$ cat src/mi3_fifo.sv
module mi3_fifo #(
    parameter int WIDTH = 8,
    parameter int DEPTH = 2
) (
    input  logic             i_clk,
    input  logic             i_rst_n,
    input  logic             i_valid,
    output logic             o_ready,
    input  logic [WIDTH-1:0] i_data,
    output logic             o_valid,
    input  logic             i_ready,
    output logic [WIDTH-1:0] o_data
);

    localparam int PW = (DEPTH > 1) ? $clog2(DEPTH) : 1;
    localparam int CW = $clog2(DEPTH + 1);

    logic [WIDTH-1:0] r_mem [DEPTH];
    logic [PW-1:0]    r_wp;
    logic [PW-1:0]    r_rp;
    logic [CW-1:0]    r_cnt;
    logic             w_push;
    logic             w_pop;

    assign o_ready = (r_cnt != CW'(DEPTH));
    assign o_valid = (r_cnt != '0);
    assign o_data  = r_mem[r_rp];
    assign w_push  = i_valid && o_ready;
    assign w_pop   = o_valid && i_ready;

    always_ff @(posedge i_clk) begin
        if (w_push) begin
            r_mem[r_wp] <= i_data;
        end
    end

    always_ff @(posedge i_clk) begin
        if (!i_rst_n) begin
            r_wp  <= '0;
            r_rp  <= '0;
            r_cnt <= '0;
        end else begin
            if (w_push) begin
                r_wp <= (r_wp == PW'(DEPTH - 1)) ? '0 : r_wp + 1'b1;
            end
            if (w_pop) begin
                r_rp <= (r_rp == PW'(DEPTH - 1)) ? '0 : r_rp + 1'b1;
            end
            if (w_push && !w_pop) begin
                r_cnt <= r_cnt + 1'b1;
            end else if (w_pop && !w_push) begin
                r_cnt <= r_cnt - 1'b1;
            end
        end
    end

endmodule

$ cat config.mk
export PLATFORM = sky130hd
export DESIGN_NAME = mi3_fifo
export DESIGN_NICKNAME = d
export VERILOG_FILES = /design/src/mi3_fifo.sv
export SDC_FILE = /design/constraint.sdc
export NUM_CORES = 1
export LEC_CHECK = 0
export BUFFER_PORTS_ARGS = -buffer_cell sky130_fd_sc_hd__buf_4
export CORE_AREA = 5 5 60 52
export DETAILED_ROUTE_END_ITERATION = 8
export DIE_AREA = 0 0 65 57
export GPL_TIMING_DRIVEN = 0
export PLACE_DENSITY = 0.59
export SLEW_MARGIN = 10
export SYNTH_ARGS = -nofsm -noshare
export SYNTH_HDL_FRONTEND = slang
export SYNTH_SLANG_ARGS = --single-unit
$ cat constraint.sdc
create_clock -name i_clk -period 1.5 [get_ports i_clk]
set_clock_uncertainty 0.1 [all_clocks]
set_input_delay 0.075 -clock i_clk [delete_from_list [all_inputs] [get_ports i_clk]]
set_output_delay 0.075 -clock i_clk [all_outputs]
set_load 0.02 [all_outputs]
Yosys cells after proc, flatten, opt, wreduce, memory -nomap -nowiden
Memory sizes are Yosys's and may differ from the RTL's. A register that Yosys moved wholly into a read port is not among the register bits.
Index checks and enable logic that the tools add are counted.
- add/subtract/negate cells: 4
- equal/unequal tests: 1
- mux-type cells: 8
- reduce and logical (&&, ||, !) cells: 8
- operators with widths (operator ; count):
    1-bit two-way mux ; 6
    1-bit logical AND ; 4
    2-bit two-way mux ; 2
    2-bit nonzero test ; 2
    1-bit adder, second input constant ; 2
    2-bit by 1-bit adder with 2-bit output, second input constant ; 1
    1-bit logical NOT ; 2
    2-bit inequality test, second input constant ; 1
    2-bit by 1-bit subtractor with 2-bit output, second input constant ; 1
- word-level logic and storage cells: 25
- bits in writable memories: 16
- bits of input ports: 12
- flip-flop bits (word level): 4
- memories kept: 1
- output and inout bits: 10
- memory list (name ; words ; bits a word ; read ports ; clocked after memory_dff ; wr ports ; RTL line ; RTL):
    r_mem ; 2 ; 8 ; 1 ; 1 ; 1 ; 18 ; logic [WIDTH-1:0] r_mem [DEPTH];

Logic depth before layout (Yosys ltp)
- depth in word-level cells: 6
- depth in mapped cells: 6
- mapped depth without buffers: 6

Worst setup path after synthesis
No wires, ideal clock.
- path type: reg2reg
- from: register r_cnt[0]
- to: register r_cnt[1]
- buffers on the path: 0
- library setup time: 0.070 ns
- data arrival time: 1.454 ns
- stages on the path, launching flop included: 6
- setup slack: -0.124 ns
- cell sequence: dfxtp_1 > nand2b_4 > and2_1 > ha_1 > or3_1 > a21oi_1
- word-level cells in the longest chain between the ends: 5
- elaborated cells between the ends (all ways): 13
- those cells by class: 2 x add/sub; 1 x eq/ne; 2 x mux; 8 x reduce/logical
- RTL lines (item ; RTL line ; RTL):
    start: declaration ; 21 ; logic [CW-1:0] r_cnt;
    start signal: assignment ; 50 ; r_cnt <= r_cnt + 1'b1;
    start signal: assignment ; 52 ; r_cnt <= r_cnt - 1'b1;
    2-bit inequality test * ; 25 ; assign o_ready = (r_cnt != CW'(DEPTH));
    via o_ready ; 8 ; output logic o_ready,
    1-bit logical AND * ; 28 ; assign w_push = i_valid && o_ready;
    1-bit logical NOT ; 51 ; end else if (w_pop && !w_push) begin
    1-bit logical AND ; 51 ;
    2-bit nonzero test (no source line) ; -- ;
Mark *: on every way through the listed nets, which the timed path passes. The rest lies on a longest branch. The select of a mux whose other input is x is not followed.
A chain may end at the register's enable or synchronous reset.

Worst setup path in the final report
- from: register r_cnt[0]
- to: register r_cnt[1]
- word-level cells in the longest chain between the ends: 5
- elaborated cells between the ends (all ways): 13
- those cells by class: 2 x add/sub; 1 x eq/ne; 2 x mux; 8 x reduce/logical
- RTL lines (item):
    branches (longest 5 deep; another with 2-bit by 1-bit subtractor with 2-bit output)
Parallel ways; which one is timed is not known. The select of a mux whose other input is x is not followed.

==> impl_metrics.py <==
metrics = {
    "timing": {
        "setup_ws_ns": -0.005391,
        "relSlewSlack_pct": 84.83,
        "hold_violations": 0,
        "fmax_mhz": 664.3,
        "setup_viol_count_final": 1,
        "layout_worst_path_cycle_share_pct": 100.4,
        "fin_crit_ns": 1.505,
        "worstMarginPinSlew_ns": 0.2276,
        "grt_setup_unrepaired": "true",
        "drv_slew": 0,
    },
    "routing": {
        "routed_wl_mm": 1.375,
        "ant_nets": 0,
        "drcViolationCount": 0,
        "dr.pass1.iters": 2,
        "post_drt_via_cell_ratio": 4.526,
        "vias": 525,
        "drtIter0Drc": 1,
        "routedWlPerCell_um": 11.85,
    },
    "clock_network": {
        "htreeDepth": 1,
        "clkTransAtPathRegs_ns": 0.11,
        "cts_made_buffers": 3,
        "clock_latency_ns": 0.29,
        "cts.sinks": 21,
        "cts_tree": "done",
        "cts_buffer_depth": 2,
        "cts-root-buf": "clkbuf_4",
    },
    "power": {
        "clockPowerShare_pct": 13.9,
        "switchingPower_mw": 0.5679,
        "powerDensity_nw_per_um2": 1534,
        "peakVddDrop_mv": 0.9071,
        "power_frac_seq_pct": 44.1,
        "p_total_mw": 1.816,
        "pwr-share-comb_pct": 42.0,
        "p_leak_nw": 0.4738,
        "switching_share_pct": 31.28,
        "internal_power_mw": 1.248,
    },
    "synthesis": {
        "synth_area_leaders": "edfxtp_1, dfxtp_1, mux2_2",
        "syn_inst": 50,
        "synth-simple-area-share_pct": 7.110,
        "syn_area_um2": 809.5,
        "synth.avg_cell_area_um2": 16.19,
        "post-synth-top-area-cell": "edfxtp_1",
        "synth-seq-cells": 21,
        "yosys_warnings": 0,
        "synthAdderAreaFrac_pct": 1.546,
        "yosysSeqAreaShare_pct": 71.72,
        "synth_fp_nets": 63,
        "synth_xor_area_share_pct": 3.246,
        "synth_mux_area_share_pct": 11.13,
        "synth_top_family_by_area": "multiplexers",
        "synthDistinctLibCells": 17,
        "synth-compound-area-share_pct": 3.709,
        "synth_top_area_share_pct": 59.35,
    },
    "job": {
        "maxCapViolCount": 0,
    },
    "worst_hold_path": {
        "hold_path_class": "in -> reg",
        "whs_endpoint": "r_rp$_SDFFE_PN0P_",
        "worstHoldStart": "i_ready",
        "hold-path-cell-count": 4,
    },
    "floorplan": {
        "io_pins": 22,
        "start_util_pct": 31.98,
        "fp.coreArea_um2": 2531,
        "rows": 17,
        "die_x_um": 65,
        "die-area_um2": 3705,
        "die_h_um": 57,
    },
    "finish": {
        "syn2layout_area_growth_pct": 46.21,
        "final_util_pct": 46.76,
        "final_cells": 116,
        "fillCellCount": 217,
        "multi_input_area_um2": 236.5,
        "drive_gt1_share_pct": 53.41,
        "n_antenna_cell": 0,
        "seq_area_um2": 585.6,
        "nets": 102,
    },
    "critical_path": {
        "worst_ep_required_time_ns": 1.63,
        "r2r_start": "r_cnt[0]$_SDFFE_PN0P_",
        "ff2ff_path_depth": 6,
        "critPathCaptureType": "flip-flop",
        "startpoint": "r_cnt[0]$_SDFFE_PN0P_",
        "start_kind": "flip-flop",
        "rrSetupSlack_ns": -0.005,
        "crit_type": "reg -> reg",
        "path_max_fanout": 4,
        "regToRegEndpoint": "r_cnt[1]$_SDFFE_PN0P_",
        "arrival_ns": 1.63,
    },
    "placement": {
        "portBuffers": 21,
        "pre_cts_slack_ns": -0.09135,
        "gp_congestion": 0.7626,
        "numPlacedInstances": 99,
    },
    "outcome": {
        "status": "finished, violations left",
        "violations": "setup timing",
    },
    "grt": {
        "grt_pass1_wl_mm": 2.277,
        "grt_max_degree": 13,
        "grt_pass1_vias": 531,
        "gr-total-overflow": 0,
        "grtUsageTotal_pct": 7.872,
        "grt_antenna_before_repair": 0,
    },
}
## state kept, by name, indices dropped and copies added (netlist names), named ones only
name and cells:
r_rp 1, r_wp 1, r_mem 16, r_cnt 2
## per-stage QoR
step / hold slack (ns) / setup TNS [ns] / cell area [µm²]
floorplan: 0.07387 / 0 / 825.8
global placement: 0.1611 / -0.06324 / 1018
detailed placement: 0.1639 / -0.09135 / 1018
CTS: 0.09293 / -0.02981 / 1179
global route: 0.1286 / -0.04310 / 1184
finish: 0.1027 / -0.005391 / 1184
## worst max-delay path by stage
stage | to | slack (ns) | depth (start not counted)
4_1_cts | r_cnt[1]$_SDFFE_PN0P_ | -0.03 | 6
2_1_floorplan | r_cnt[1]$_SDFFE_PN0P_ | 0.003 | 6
3_5_place_dp | r_cnt[1]$_SDFFE_PN0P_ | -0.09 | 4
6_report | r_cnt[1]$_SDFFE_PN0P_ | -0.005 | 6
5_1_grt | r_cnt[1]$_SDFFE_PN0P_ | -0.04 | 6
3_3_place_gp | r_cnt[1]$_SDFFE_PN0P_ | -0.06 | 4
## power groups by stage
stage | sequential, mW | combinational (mW) | clock, mW
3_5_place_dp | 0.809 | 0.673 | 0
2_1_floorplan | 0.794 | 0.454 | 0
3_3_place_gp | 0.802 | 0.668 | 0
4_1_cts | 0.799 | 0.764 | 0.265
6_report | 0.801 | 0.762 | 0.253
5_1_grt | 0.812 | 0.821 | 0.291
## logic make-up (layout without fill, tap and decap cells)
logic type	after synthesis	count (layout)
adders and majority gates	1	1
AOI/OAI and AO/OA	5	5
xor gates and xnor gates	3	3
and+or+nand+nor	9	9
buffers and inverters	3	41
DFF	21	21
muxes	8	8
## Yosys cell counts
| master | instances |
|---|---|
| o21ai_0 | 2 |
| xor2_1 | 3 |
| and3_1 | 1 |
| mux2_2 | 8 |
| and2_1 | 1 |
| a21oi_1 | 2 |
| inv_1 | 2 |
| nor2_1 | 3 |
| buf_2 | 1 |
| ha_1 | 1 |
| dfxtp_1 | 5 |
| or2_2 | 1 |
| nand2b_4 | 1 |
| edfxtp_1 | 16 |
| or3_1 | 1 |
| a21bo_2 | 1 |
| nand3b_1 | 1 |
## worst max-delay path: stages, from the launching register on
cell	delay [ns]
dfxtp_4	0.37
nand2b_4	0.14
and2_4	0.14
ha_4	0.15
xor2_1	0.14
or3_1	0.30
a21oi_1	0.12
## cell type report
cell class / instances / area share, %
plain buffers: 1 / 0.9514
multi-input cells: 26 / 19.98
clock buffers: 3 / 1.903
well taps: 28 / 2.960
repair buffers: 34 / 23.68
flip-flops and latches: 21 / 49.47
clock inverters: 1 / 0.4228
inverters: 2 / 0.6342
## cell usage in the layout, fill, tap and decap left out
cell	n
o21ai_2	1
xor2_1	3
a21bo_2	1
nand2b_4	1
buf_6	1
o21ai_0	1
and2_4	1
or2_2	1
clkbuf_4	3
nor2_1	3
buf_4	24
clkinv_2	1
dfxtp_4	1
inv_1	1
ha_4	1
edfxtp_1	16
dlygate4sd3_1	10
nand3b_1	1
or3_1	1
mux2_2	8
inv_2	1
dfxtp_1	3
dfxtp_2	1
and3_2	1
a21oi_1	2
## routing by layer
| metal | global-route usage, % | part of all wire (%) | wire (µm) |
|---|---|---|---|
| met1 | 9.714 | 44 | 602 |
| met2 | 13.27 | 47 | 653 |
| met3 | 2.756 | 8.2 | 113 |
| met4 | 1.807 | 0.44 | 6 |
| met5 | 0 | 0 | 0 |
## what timing repair did
item	in CTS	in global routing
hold endpoints to repair	21	0
endpoints found under the setup margin	9	18
setup buffers	3	0
hold buffers	10	0
pin swaps	1	1
gates resized for setup	4	3
No activity file was read; power rests on OpenSTA's default activity.
